$ cat config.mk
export PLATFORM = sky130hd
export DESIGN_NAME = multi_circular_queue_core_flat
export DESIGN_NICKNAME = d
export VERILOG_FILES = /design/src/rtl/core/mcq_pkg.sv /design/src/rtl/core/mcq_if.sv /design/src/rtl/core/multi_circular_queue_core.sv /design/src/rtl/core/mcq_cap_regs.sv /design/src/rtl/core/mcq_store.sv /design/src/rtl/core/mcq_ctrl.sv /design/src/flat_wrapper.sv
export SDC_FILE = /design/constraint.sdc
export NUM_CORES = 2
export LEC_CHECK = 0
export BUFFER_PORTS_ARGS = -buffer_cell sky130_fd_sc_hd__buf_2
export CAP_MARGIN = 5
export CORE_ASPECT_RATIO = 1.2
export CORE_MARGIN = 3
export CORE_UTILIZATION = 49
export DETAILED_ROUTE_END_ITERATION = 8
export PLACE_DENSITY = 0.75
export SYNTH_ARGS = -nofsm -noshare
export SYNTH_HDL_FRONTEND = slang
export SYNTH_SLANG_ARGS = --single-unit
$ cat constraint.sdc
create_clock -name clock -period 6.02 [get_ports clock]
set_clock_uncertainty 0.15 [all_clocks]
set_input_delay 0.903 -clock clock [delete_from_list [all_inputs] [get_ports clock]]
set_output_delay 0.903 -clock clock [all_outputs]
set_load 0.01 [all_outputs]
$ cat src/rtl/core/mcq_pkg.sv
// shared types and constants of the multiple circular queue core
`timescale 1ns / 1ps
package mcq_pkg;
   localparam int DATA_W         = 32;
   localparam int FUNC_W         = 2;
   localparam int SEL_W          = 2;
   localparam int STATUS_W       = 2;
   localparam int CAP_W          = 5;
   localparam int NUM_REGS       = 4;
   localparam int CSR_IDX_W      = 2;
   localparam int CSR_DATA_W     = CAP_W;
   localparam int DEF_NUM_QUEUES = 4;
   localparam int DEF_MAX_DEPTH  = 16;

   localparam logic [CAP_W-1:0] CAP_RESET = CAP_W'(16);

   typedef enum logic [FUNC_W-1:0] {
      FUNC_ENQ  = 2'd0,
      FUNC_DEQ  = 2'd1,
      FUNC_LIST = 2'd2,
      FUNC_NOP  = 2'd3
   } func_type;

   typedef enum logic [STATUS_W-1:0] {
      ST_OK    = 2'd0,
      ST_FULL  = 2'd1,
      ST_EMPTY = 2'd2
   } status_type;

   typedef enum logic [2:0] {
      S_IDLE,
      S_EXEC,
      S_DEQ_WAIT,
      S_LIST_RD,
      S_LIST_WAIT
   } state_type;
endpackage

$ cat src/rtl/core/mcq_if.sv
// request and response channel interfaces
`timescale 1ns / 1ps
interface mcq_req_if import mcq_pkg::*; ();
   logic                     valid;
   logic                     ready;
   logic [FUNC_W-1:0]        func;
   logic [SEL_W-1:0]         queue_sel;
   logic signed [DATA_W-1:0] data;

   modport source (output valid, output func, output queue_sel, output data, input ready);
   modport sink   (input valid, input func, input queue_sel, input data, output ready);
endinterface

interface mcq_rsp_if import mcq_pkg::*; ();
   logic                     valid;
   logic                     ready;
   logic [STATUS_W-1:0]      status;
   logic signed [DATA_W-1:0] value;
   logic                     last;

   modport source (output valid, output status, output value, output last, input ready);
   modport sink   (input valid, input status, input value, input last, output ready);
endinterface

$ cat src/rtl/core/multi_circular_queue_core.sv
// top level of the multiple circular queue core
//
//   channel   direction  handshake      word
//   req_bus   in         valid/ready    func, queue_sel, data
//   rsp_bus   out        valid/ready    status, value, last
//   csr_*     in         write enable   capacity of queue csr_index
//
// enqueue and dequeue each answer with one response; func code 3 gives no response
// listing returns one word per entry: one read of the single-port entry memory per word
// reset is synchronous; every queue starts empty, capacities at 16
// one item is in flight at a time; a held response stalls the sequencer only
// when the next word is ready to be registered
`timescale 1ns / 1ps
module multi_circular_queue_core import mcq_pkg::*; #(
   parameter int NUM_QUEUES = DEF_NUM_QUEUES,
   parameter int MAX_DEPTH  = DEF_MAX_DEPTH
) (
   input  logic                  clock,
   input  logic                  reset,
   mcq_req_if.sink               req_bus,
   mcq_rsp_if.source             rsp_bus,
   input  logic                  csr_we,
   input  logic [CSR_IDX_W-1:0]  csr_index,
   input  logic [CSR_DATA_W-1:0] csr_wdata
);
   localparam int IDX_W = (MAX_DEPTH > 1) ? $clog2(MAX_DEPTH) : 1;
   localparam int QW    = (NUM_QUEUES > 1) ? $clog2(NUM_QUEUES) : 1;

   logic [IDX_W:0]      cap [NUM_QUEUES];
   logic                mem_we;
   logic                mem_re;
   logic [QW-1:0]       mem_q;
   logic [IDX_W-1:0]    mem_idx;
   logic [DATA_W-1:0]   mem_wdata;
   logic [DATA_W-1:0]   mem_rdata;

   mcq_cap_regs #(
      .NUM_QUEUES (NUM_QUEUES),
      .MAX_DEPTH  (MAX_DEPTH)
   ) u_cap (
      .clock     (clock),
      .reset     (reset),
      .csr_we    (csr_we),
      .csr_index (csr_index),
      .csr_wdata (csr_wdata),
      .cap       (cap)
   );

   mcq_store #(
      .NUM_QUEUES (NUM_QUEUES),
      .MAX_DEPTH  (MAX_DEPTH)
   ) u_store (
      .clock (clock),
      .wr_en (mem_we),
      .rd_en (mem_re),
      .qsel  (mem_q),
      .idx   (mem_idx),
      .wdata (mem_wdata),
      .rdata (mem_rdata)
   );

   mcq_ctrl #(
      .NUM_QUEUES (NUM_QUEUES),
      .MAX_DEPTH  (MAX_DEPTH)
   ) u_ctrl (
      .clock     (clock),
      .reset     (reset),
      .req_bus   (req_bus),
      .rsp_bus   (rsp_bus),
      .cap       (cap),
      .mem_we    (mem_we),
      .mem_re    (mem_re),
      .mem_q     (mem_q),
      .mem_idx   (mem_idx),
      .mem_wdata (mem_wdata),
      .mem_rdata (mem_rdata)
   );
endmodule

$ cat src/rtl/core/mcq_cap_regs.sv
// capacity registers and effective capacity per queue
`timescale 1ns / 1ps
module mcq_cap_regs import mcq_pkg::*; #(
   parameter int NUM_QUEUES = DEF_NUM_QUEUES,
   parameter int MAX_DEPTH  = DEF_MAX_DEPTH
) (
   input  logic                  clock,
   input  logic                  reset,
   input  logic                  csr_we,
   input  logic [CSR_IDX_W-1:0]  csr_index,
   input  logic [CSR_DATA_W-1:0] csr_wdata,
   output logic [((MAX_DEPTH > 1) ? $clog2(MAX_DEPTH) : 1):0] cap [NUM_QUEUES]
);
   localparam int IDX_W = (MAX_DEPTH > 1) ? $clog2(MAX_DEPTH) : 1;
   localparam int NW    = IDX_W + 1;

   logic [CAP_W-1:0] cap_ff [NUM_REGS];

   always_ff @(posedge clock) begin
      if (reset) begin
         for (int r = 0; r < NUM_REGS; r++) begin
            cap_ff[r] <= CAP_RESET;
         end
      end else if (csr_we && (int'(csr_index) < NUM_QUEUES)) begin
         cap_ff[csr_index] <= csr_wdata;
      end
   end

   for (genvar q = 0; q < NUM_QUEUES; q++) begin : g_cap
      if (q < NUM_REGS) begin : g_reg
         always_comb begin
            if (cap_ff[q] == '0) begin
               cap[q] = NW'(1);
            end else if (int'(cap_ff[q]) > MAX_DEPTH) begin
               cap[q] = NW'(MAX_DEPTH);
            end else begin
               cap[q] = NW'(cap_ff[q]);
            end
         end
      end else begin : g_fixed
         assign cap[q] = NW'(MAX_DEPTH);
      end
   end
endmodule

$ cat src/rtl/core/mcq_store.sv
// shared entry memory, one port, registered read data
`timescale 1ns / 1ps
module mcq_store import mcq_pkg::*; #(
   parameter int NUM_QUEUES = DEF_NUM_QUEUES,
   parameter int MAX_DEPTH  = DEF_MAX_DEPTH
) (
   input  logic                  clock,
   input  logic                  wr_en,
   input  logic                  rd_en,
   input  logic [((NUM_QUEUES > 1) ? $clog2(NUM_QUEUES) : 1)-1:0] qsel,
   input  logic [((MAX_DEPTH > 1) ? $clog2(MAX_DEPTH) : 1)-1:0]   idx,
   input  logic [DATA_W-1:0]     wdata,
   output logic [DATA_W-1:0]     rdata
);
   logic [DATA_W-1:0] mem [NUM_QUEUES][MAX_DEPTH];
   logic [DATA_W-1:0] rdata_ff;

   always_ff @(posedge clock) begin
      if (wr_en) begin
         mem[qsel][idx] <= wdata;
      end
      if (rd_en) begin
         rdata_ff <= mem[qsel][idx];
      end
   end

   assign rdata = rdata_ff;
endmodule

$ cat src/rtl/core/mcq_ctrl.sv
// sequencer, queue pointer table and response register
`timescale 1ns / 1ps
module mcq_ctrl import mcq_pkg::*; #(
   parameter int NUM_QUEUES = DEF_NUM_QUEUES,
   parameter int MAX_DEPTH  = DEF_MAX_DEPTH
) (
   input  logic clock,
   input  logic reset,
   mcq_req_if.sink   req_bus,
   mcq_rsp_if.source rsp_bus,
   input  logic [((MAX_DEPTH > 1) ? $clog2(MAX_DEPTH) : 1):0] cap [NUM_QUEUES],
   output logic                  mem_we,
   output logic                  mem_re,
   output logic [((NUM_QUEUES > 1) ? $clog2(NUM_QUEUES) : 1)-1:0] mem_q,
   output logic [((MAX_DEPTH > 1) ? $clog2(MAX_DEPTH) : 1)-1:0]   mem_idx,
   output logic [DATA_W-1:0]     mem_wdata,
   input  logic [DATA_W-1:0]     mem_rdata
);
   localparam int IDX_W = (MAX_DEPTH > 1) ? $clog2(MAX_DEPTH) : 1;
   localparam int NW    = IDX_W + 1;
   localparam int QW    = (NUM_QUEUES > 1) ? $clog2(NUM_QUEUES) : 1;

   function automatic logic [QW-1:0] wrap_sel(input logic [SEL_W-1:0] s);
      logic [SEL_W:0] v;
      v = {1'b0, s};
      for (int k = 0; k < (1 << SEL_W); k++) begin
         if (int'(v) >= NUM_QUEUES) begin
            v = v - (SEL_W+1)'(NUM_QUEUES);
         end
      end
      return QW'(v);
   endfunction

   function automatic logic [IDX_W-1:0] next_idx(input logic [IDX_W-1:0] i,
                                                 input logic [NW-1:0] c);
      logic [NW-1:0] n;
      n = NW'(i) + NW'(1);
      return (n >= c) ? '0 : n[IDX_W-1:0];
   endfunction

   state_type         state_ff, state_in;
   func_type          func_ff, func_in;
   logic [QW-1:0]     q_ff, q_in;
   logic [DATA_W-1:0] data_ff, data_in;

   logic [IDX_W-1:0]  front_ff [NUM_QUEUES];
   logic [IDX_W-1:0]  rear_ff  [NUM_QUEUES];
   logic              empty_ff [NUM_QUEUES];
   logic              ptr_we;
   logic [IDX_W-1:0]  front_in, rear_in;
   logic              empty_in;

   logic [IDX_W-1:0]  cur_ff, cur_in;
   logic [IDX_W-1:0]  cnt_ff, cnt_in;
   logic              done_ff, done_in;

   logic                rsp_valid_ff, rsp_valid_in;
   status_type          rsp_status_ff, rsp_status_in;
   logic [DATA_W-1:0]   rsp_value_ff, rsp_value_in;
   logic                rsp_last_ff, rsp_last_in;

   logic              push;
   logic              out_free;
   logic              accept;
   logic [NW-1:0]     cap_q;
   logic [IDX_W-1:0]  front_q, rear_q, rear_nxt;
   logic              empty_q;

   assign cap_q    = cap[q_ff];
   assign front_q  = front_ff[q_ff];
   assign rear_q   = rear_ff[q_ff];
   assign empty_q  = empty_ff[q_ff];
   assign rear_nxt = next_idx(rear_q, cap_q);
   assign out_free = !rsp_valid_ff || rsp_bus.ready;
   assign req_bus.ready = (state_ff == S_IDLE);
   assign accept   = req_bus.valid && req_bus.ready;
   assign mem_q    = q_ff;
   assign mem_wdata = data_ff;

   always_ff @(posedge clock) begin
      if (reset) begin
         state_ff     <= S_IDLE;
         rsp_valid_ff <= 1'b0;
         for (int q = 0; q < NUM_QUEUES; q++) begin
            front_ff[q] <= '0;
            rear_ff[q]  <= '0;
            empty_ff[q] <= 1'b1;
         end
      end else begin
         state_ff     <= state_in;
         rsp_valid_ff <= rsp_valid_in;
         if (ptr_we) begin
            front_ff[q_ff] <= front_in;
            rear_ff[q_ff]  <= rear_in;
            empty_ff[q_ff] <= empty_in;
         end
      end
   end

   always_ff @(posedge clock) begin
      func_ff       <= func_in;
      q_ff          <= q_in;
      data_ff       <= data_in;
      cur_ff        <= cur_in;
      cnt_ff        <= cnt_in;
      done_ff       <= done_in;
      rsp_status_ff <= rsp_status_in;
      rsp_value_ff  <= rsp_value_in;
      rsp_last_ff   <= rsp_last_in;
   end

   always_comb begin
      state_in      = state_ff;
      func_in       = func_ff;
      q_in          = q_ff;
      data_in       = data_ff;
      cur_in        = cur_ff;
      cnt_in        = cnt_ff;
      done_in       = done_ff;
      ptr_we        = 1'b0;
      front_in      = front_q;
      rear_in       = rear_q;
      empty_in      = empty_q;
      mem_we        = 1'b0;
      mem_re        = 1'b0;
      mem_idx       = front_q;
      push          = 1'b0;
      rsp_status_in = ST_OK;
      rsp_last_in   = 1'b1;
      rsp_value_in  = '0;

      unique case (state_ff)
         S_IDLE: begin
            if (accept) begin
               func_in  = func_type'(req_bus.func);
               q_in     = wrap_sel(req_bus.queue_sel);
               data_in  = req_bus.data;
               state_in = S_EXEC;
            end
         end
         S_EXEC: begin
            unique case (func_ff)
               FUNC_ENQ: begin
                  if (out_free) begin
                     push     = 1'b1;
                     state_in = S_IDLE;
                     if (empty_q) begin
                        mem_we   = 1'b1;
                        mem_idx  = '0;
                        ptr_we   = 1'b1;
                        front_in = '0;
                        rear_in  = '0;
                        empty_in = 1'b0;
                     end else if (rear_nxt == front_q) begin
                        rsp_status_in = ST_FULL;
                     end else begin
                        mem_we  = 1'b1;
                        mem_idx = rear_nxt;
                        ptr_we  = 1'b1;
                        rear_in = rear_nxt;
                     end
                  end
               end
               FUNC_DEQ: begin
                  if (empty_q) begin
                     if (out_free) begin
                        push          = 1'b1;
                        rsp_status_in = ST_EMPTY;
                        state_in      = S_IDLE;
                     end
                  end else begin
                     mem_re  = 1'b1;
                     mem_idx = front_q;
                     ptr_we  = 1'b1;
                     if (front_q == rear_q) begin
                        front_in = '0;
                        rear_in  = '0;
                        empty_in = 1'b1;
                     end else begin
                        front_in = next_idx(front_q, cap_q);
                     end
                     state_in = S_DEQ_WAIT;
                  end
               end
               FUNC_LIST: begin
                  if (empty_q) begin
                     if (out_free) begin
                        push          = 1'b1;
                        rsp_status_in = ST_EMPTY;
                        state_in      = S_IDLE;
                     end
                  end else begin
                     cur_in   = front_q;
                     cnt_in   = '0;
                     state_in = S_LIST_RD;
                  end
               end
               FUNC_NOP: begin
                  state_in = S_IDLE;
               end
            endcase
         end
         S_DEQ_WAIT: begin
            if (out_free) begin
               push         = 1'b1;
               rsp_value_in = mem_rdata;
               state_in     = S_IDLE;
            end
         end
         S_LIST_RD: begin
            mem_re   = 1'b1;
            mem_idx  = cur_ff;
            done_in  = (cur_ff == rear_q) || (int'(cnt_ff) == MAX_DEPTH - 1);
            state_in = S_LIST_WAIT;
         end
         S_LIST_WAIT: begin
            if (out_free) begin
               push         = 1'b1;
               rsp_value_in = mem_rdata;
               rsp_last_in  = done_ff;
               if (done_ff) begin
                  state_in = S_IDLE;
               end else begin
                  cur_in   = next_idx(cur_ff, cap_q);
                  cnt_in   = cnt_ff + IDX_W'(1);
                  state_in = S_LIST_RD;
               end
            end
         end
      endcase

      if (push) begin
         rsp_valid_in = 1'b1;
      end else if (rsp_bus.ready) begin
         rsp_valid_in = 1'b0;
      end else begin
         rsp_valid_in = rsp_valid_ff;
      end
      if (!push) begin
         rsp_status_in = rsp_status_ff;
         rsp_value_in  = rsp_value_ff;
         rsp_last_in   = rsp_last_ff;
      end
   end

   assign rsp_bus.valid  = rsp_valid_ff;
   assign rsp_bus.status = rsp_status_ff;
   assign rsp_bus.value  = rsp_value_ff;
   assign rsp_bus.last   = rsp_last_ff;
endmodule
$ cat src/flat_wrapper.sv
// flat-port wrapper written by rule: the top's interface ports become plain ports
module multi_circular_queue_core_flat import mcq_pkg::*;
#(
   parameter int NUM_QUEUES = DEF_NUM_QUEUES,
   parameter int MAX_DEPTH  = DEF_MAX_DEPTH
)
  (clock, reset, csr_we, csr_index, csr_wdata, req_bus_valid, req_bus_func, req_bus_queue_sel, req_bus_data, req_bus_ready, rsp_bus_valid, rsp_bus_status, rsp_bus_value, rsp_bus_last, rsp_bus_ready);
  mcq_req_if req_bus_i ();
  mcq_rsp_if rsp_bus_i ();
  input  logic clock;
  input  logic reset;
  input  logic csr_we;
  input  logic [CSR_IDX_W-1:0] csr_index;
  input  logic [CSR_DATA_W-1:0] csr_wdata;
  input wire logic [$bits(req_bus_i.valid)-1:0] req_bus_valid;
  input wire logic [$bits(req_bus_i.func)-1:0] req_bus_func;
  input wire logic [$bits(req_bus_i.queue_sel)-1:0] req_bus_queue_sel;
  input wire logic [$bits(req_bus_i.data)-1:0] req_bus_data;
  output wire logic [$bits(req_bus_i.ready)-1:0] req_bus_ready;
  output wire logic [$bits(rsp_bus_i.valid)-1:0] rsp_bus_valid;
  output wire logic [$bits(rsp_bus_i.status)-1:0] rsp_bus_status;
  output wire logic [$bits(rsp_bus_i.value)-1:0] rsp_bus_value;
  output wire logic [$bits(rsp_bus_i.last)-1:0] rsp_bus_last;
  input wire logic [$bits(rsp_bus_i.ready)-1:0] rsp_bus_ready;
  assign req_bus_i.valid = req_bus_valid;
  assign req_bus_i.func = req_bus_func;
  assign req_bus_i.queue_sel = req_bus_queue_sel;
  assign req_bus_i.data = req_bus_data;
  assign req_bus_ready = req_bus_i.ready;
  assign rsp_bus_valid = rsp_bus_i.valid;
  assign rsp_bus_status = rsp_bus_i.status;
  assign rsp_bus_value = rsp_bus_i.value;
  assign rsp_bus_last = rsp_bus_i.last;
  assign rsp_bus_i.ready = rsp_bus_ready;
  multi_circular_queue_core #(.NUM_QUEUES(NUM_QUEUES), .MAX_DEPTH(MAX_DEPTH)) u_core (.clock(clock), .reset(reset), .req_bus(req_bus_i), .rsp_bus(rsp_bus_i), .csr_we(csr_we), .csr_index(csr_index), .csr_wdata(csr_wdata));
endmodule
==> impl_metrics.csv <==
group,metric,value,unit
status,status,"finished clean",
setup_path,required,6320,ps
synth,ys_ff_latch,2222,
setup_path,endpoint,"u_core.u_store.mem[1][249]",
clock_tree,cts.path.max_buffers,3,
route,drtIter0Drc,6205,
power,seqPwrFrac,52.8,%
min_path,hold_path.class,"in2reg",
place,gp_congestion,0.858,
clock_tree,ctsResizeCount,0,
power,p_switching,7510,uW
grt,grt_pass1_vias,44400,
sta,fin_hold_ws,64.0,ps
sta,fmax,180,MHz
setup_path,critPathMaxFanout,32,
floorplan,fp.dieW,389,um
synth,synth_area,86300,um^2
synth,synth_top_area_share,77.0,%
sta,finalCritPeriodShare,92.4,%
sta,worst_pin_slew,1210,ps
synth,synthTopCellsByArea,"edfxtp_1 (77%), mux4_2 (14%), clkbuf_1 (0.92%)",
place,placed_area,90800,um^2
setup_path,r2r_slack,450,ps
place,io_buffers,84,
synth,async_flop_share,0,%
clock_tree,root_buffer,"clkbuf_16",
floorplan,core,175000,um^2
synth,yosysTopAreaCell,"edfxtp_1",
setup_path,rr_endpoint,"u_core.u_store.mem[1][249]",
floorplan,fp-row-count,168,
synth,yosysWarnings,0,
floorplan,initial_core_util,49.4,%
setup_path,slowest_delay,770,ps
floorplan,dieArea,181000,um^2
grt,grt_pass1_wl,313000,um
grt,grt_max_degree,139,
clock_tree,cts_tree,"done",
route,first_pass_iters,6,
route,wl_per_cell,31.5,um
flow_run,cap_violations,0,
setup_path,cp_data_arrival_time,5860,ps
final_layout,final_nets,4428,
sta,rsz0062_at_grt,"no",
power,peakVddDrop,0.000280,V
final_layout,area_growth,12.6,%
clock_tree,ctsHtreeMaxLevel,4,
synth,synth.net_count,4227,
power,clkPwrFrac,38.3,%
floorplan,die_h,466,um
sta,setup_ws,455,ps
power,swShare,23.2,%
sta,finalHoldViolations,0,
power,p_int,24900,uW
synth,synth_cell_types,64,
clock_tree,cts_setup_buffers,0,
sta,min_period,5570,ps
setup_path,crit_slowest_cell,"a31oi_1",
synth,yosysSeqAreaShare,77.2,%
clock_tree,clk_latency,860,ps
route,via_count,44500,
clock_tree,cts_buffers,204,
clock_tree,postCtsHoldBufs,0,
grt,antenna_found_initial,9,
clock_tree,cts.sinks,2222,
setup_path,crit_type,"reg2reg",
sta,relSlewSlack,19.6,%
synth,synth_edf_count,2213,
floorplan,io_pins,85,
final_layout,postLayoutCoreUtil,55.6,%
route,drc,0,
synth,postSynthCellCount,4156,
final_layout,final_area,97200,um^2
place,dpl.hpwl,120000,um
setup_path,worstRegToRegCells,13,
synth,yosysMostFrequentCell,"edfxtp_1",
grt,track_usage,23.7,%
route,viasPerCell,6.52,
setup_path,cp-start-kind,"flop",
synth,synth_flop_cell,"edfxtp_1",
synth,synthTopCellsByCount,"edfxtp_1 (2,213), mux4_2 (520), clkbuf_1 (211), nand2_1 (191), o21ai_0 (144)",
route,antenna_left,0,
power,pwr_density_cell,333,nW/um^2
sta,drv_slew,0,
sta,setup_viol,0,
power,combPwrFrac,8.8,%
setup_path,crit_path_cell_trace,"mux4_2 > ha_1 > xnor2_2 > inv_1 > ha_1 > a21oi_1 > o21a_1 > a31oi_1 > nor2_1 > or2_2 > buf_12 > nor3_4 > buf_4",
place,dp_slack,670,ps
grt,overflow,0,
synth,syn_area_per_cell,20.8,um^2
setup_path,end_kind,"flop",
route,wl,215000,um
power,p_leak,0.0304,uW
final_layout,drive_gt1_share,26.0,%
setup_path,cp_common_cell,"ha_1",
clock_tree,clkSlewWorstSetupHoldPaths,70,ps
## metrics by stage
stage	instances	TNS (ps)	total power, uW
floorplan	4156	-356320	19200
global placement	6446	0	20200
CTS	6815	0	32500
detailed placement	6446	0	20300
finish	6820	0	32400
global route	6815	0	33300
## cells in the final DEF, fill, tap and decap left out, drive strengths merged, types with 19 or more instances in the layout
master	count
clkinv	84
nand2b	19
a31oi	101
a32o	65
o22ai	35
edfxtp	2213
a221oi	36
a21oi	43
and2	54
nand3	105
ha	23
a211o	34
buf	266
mux2i	37
mux4	520
o21ai	147
clkbuf	251
nor2	75
nand2	191
inv	20
nor3	66
## worst max-delay path: cells and delay by family (launching register included)
family,cells,cell delay [ps]
AND/OR/NAND/NOR,3,1030
buffers and inverters,3,890
adder cells (fa/ha/maj),2,600
XOR/XNOR,1,250
AO/OA/AOI/OAI,3,1110
flip-flops,1,400
multiplexers,1,680
## cells by family (layout without fill, tap and decap cells)
group                      after synthesis  in the layout  synth area share (%)
AOI/OAI and AO/OA                      498            498                  3.93
xor gates and xnor gates                18             18                 0.191
adders and majority gates               23             23                 0.333
buffers and inverters                  281            645                  1.30
DFF                                   2222           2222                  77.2
muxes                                  560            560                  14.0
other                                    0              5                     0
and+or+nand+nor                        554            554                  3.03
## final cells by class
cell class | instances | area, um^2
multi-input cells | 1653 | 19100
repair buffers | 266 | 2200
well taps | 2295 | 2870
diodes | 5 | 12.5
clock buffers | 251 | 5300
inverters | 10 | 37.5
clock inverters | 118 | 1080
fillers | 12600 | 77700
flip-flops and latches | 2222 | 66600
## power groups by stage
| stage | combinational, uW | sequential [uW] | clock, uW |
|---|---|---|---|
| detailed placement | 2820 | 17500 | 0 |
| CTS | 2850 | 17100 | 12600 |
| global placement | 2780 | 17500 | 0 |
| floorplan | 1620 | 17600 | 0 |
| finish | 2860 | 17100 | 12400 |
| global route | 3010 | 17100 | 13100 |
## metal layers
metal  GRT usage, %  up-vias  part of all wire (%)
met5              0        -                     0
met4           9.84        0                   4.3
met3           5.47      426                    11
met2           37.2     2948                    48
met1           32.5    23300                    37
li1               -    17800                     -
## how the worst min path moves through the flow
stage,start,endpoint,slack (ps),depth (start not counted)
final,req_bus_data[22],u_core.u_ctrl.mem_wdata[22],60,1
after global routing,req_bus_data[22],u_core.u_ctrl.mem_wdata[22],30,1
after CTS,req_bus_data[22],u_core.u_ctrl.mem_wdata[22],10,1
after detailed placement,u_core.u_ctrl.empty_ff[2],u_core.u_ctrl.empty_ff[2],350,2
after global placement,u_core.u_ctrl.empty_ff[2],u_core.u_ctrl.empty_ff[2],340,2
after floorplan,u_core.u_ctrl.empty_ff[2],u_core.u_ctrl.empty_ff[2],330,2
## registers in the layout (all words and copies together) (netlist names), named ones only
signal and cells:
u_core.u_store.mem 2048, u_core.u_ctrl.mem_wdata 32, u_core.u_ctrl.rsp_bus.value 32, u_core.u_store.rdata 32, u_core.u_cap.cap_ff 20, u_core.u_ctrl.front_ff 16, u_core.u_ctrl.rear_ff 16, u_core.u_ctrl.cnt_ff 4
u_core.u_ctrl.cur_ff 4, u_core.u_ctrl.empty_ff 4, u_core.u_ctrl.state_ff 3, u_core.u_ctrl.func_ff 2, u_core.u_ctrl.mem_q 2, u_core.u_ctrl.rsp_bus.status 2, u_core.u_ctrl.done_ff 1, u_core.u_ctrl.rsp_bus.last 1
u_core.u_ctrl.rsp_bus.valid 1
Note: power is estimated with default switching activity, not from simulation.
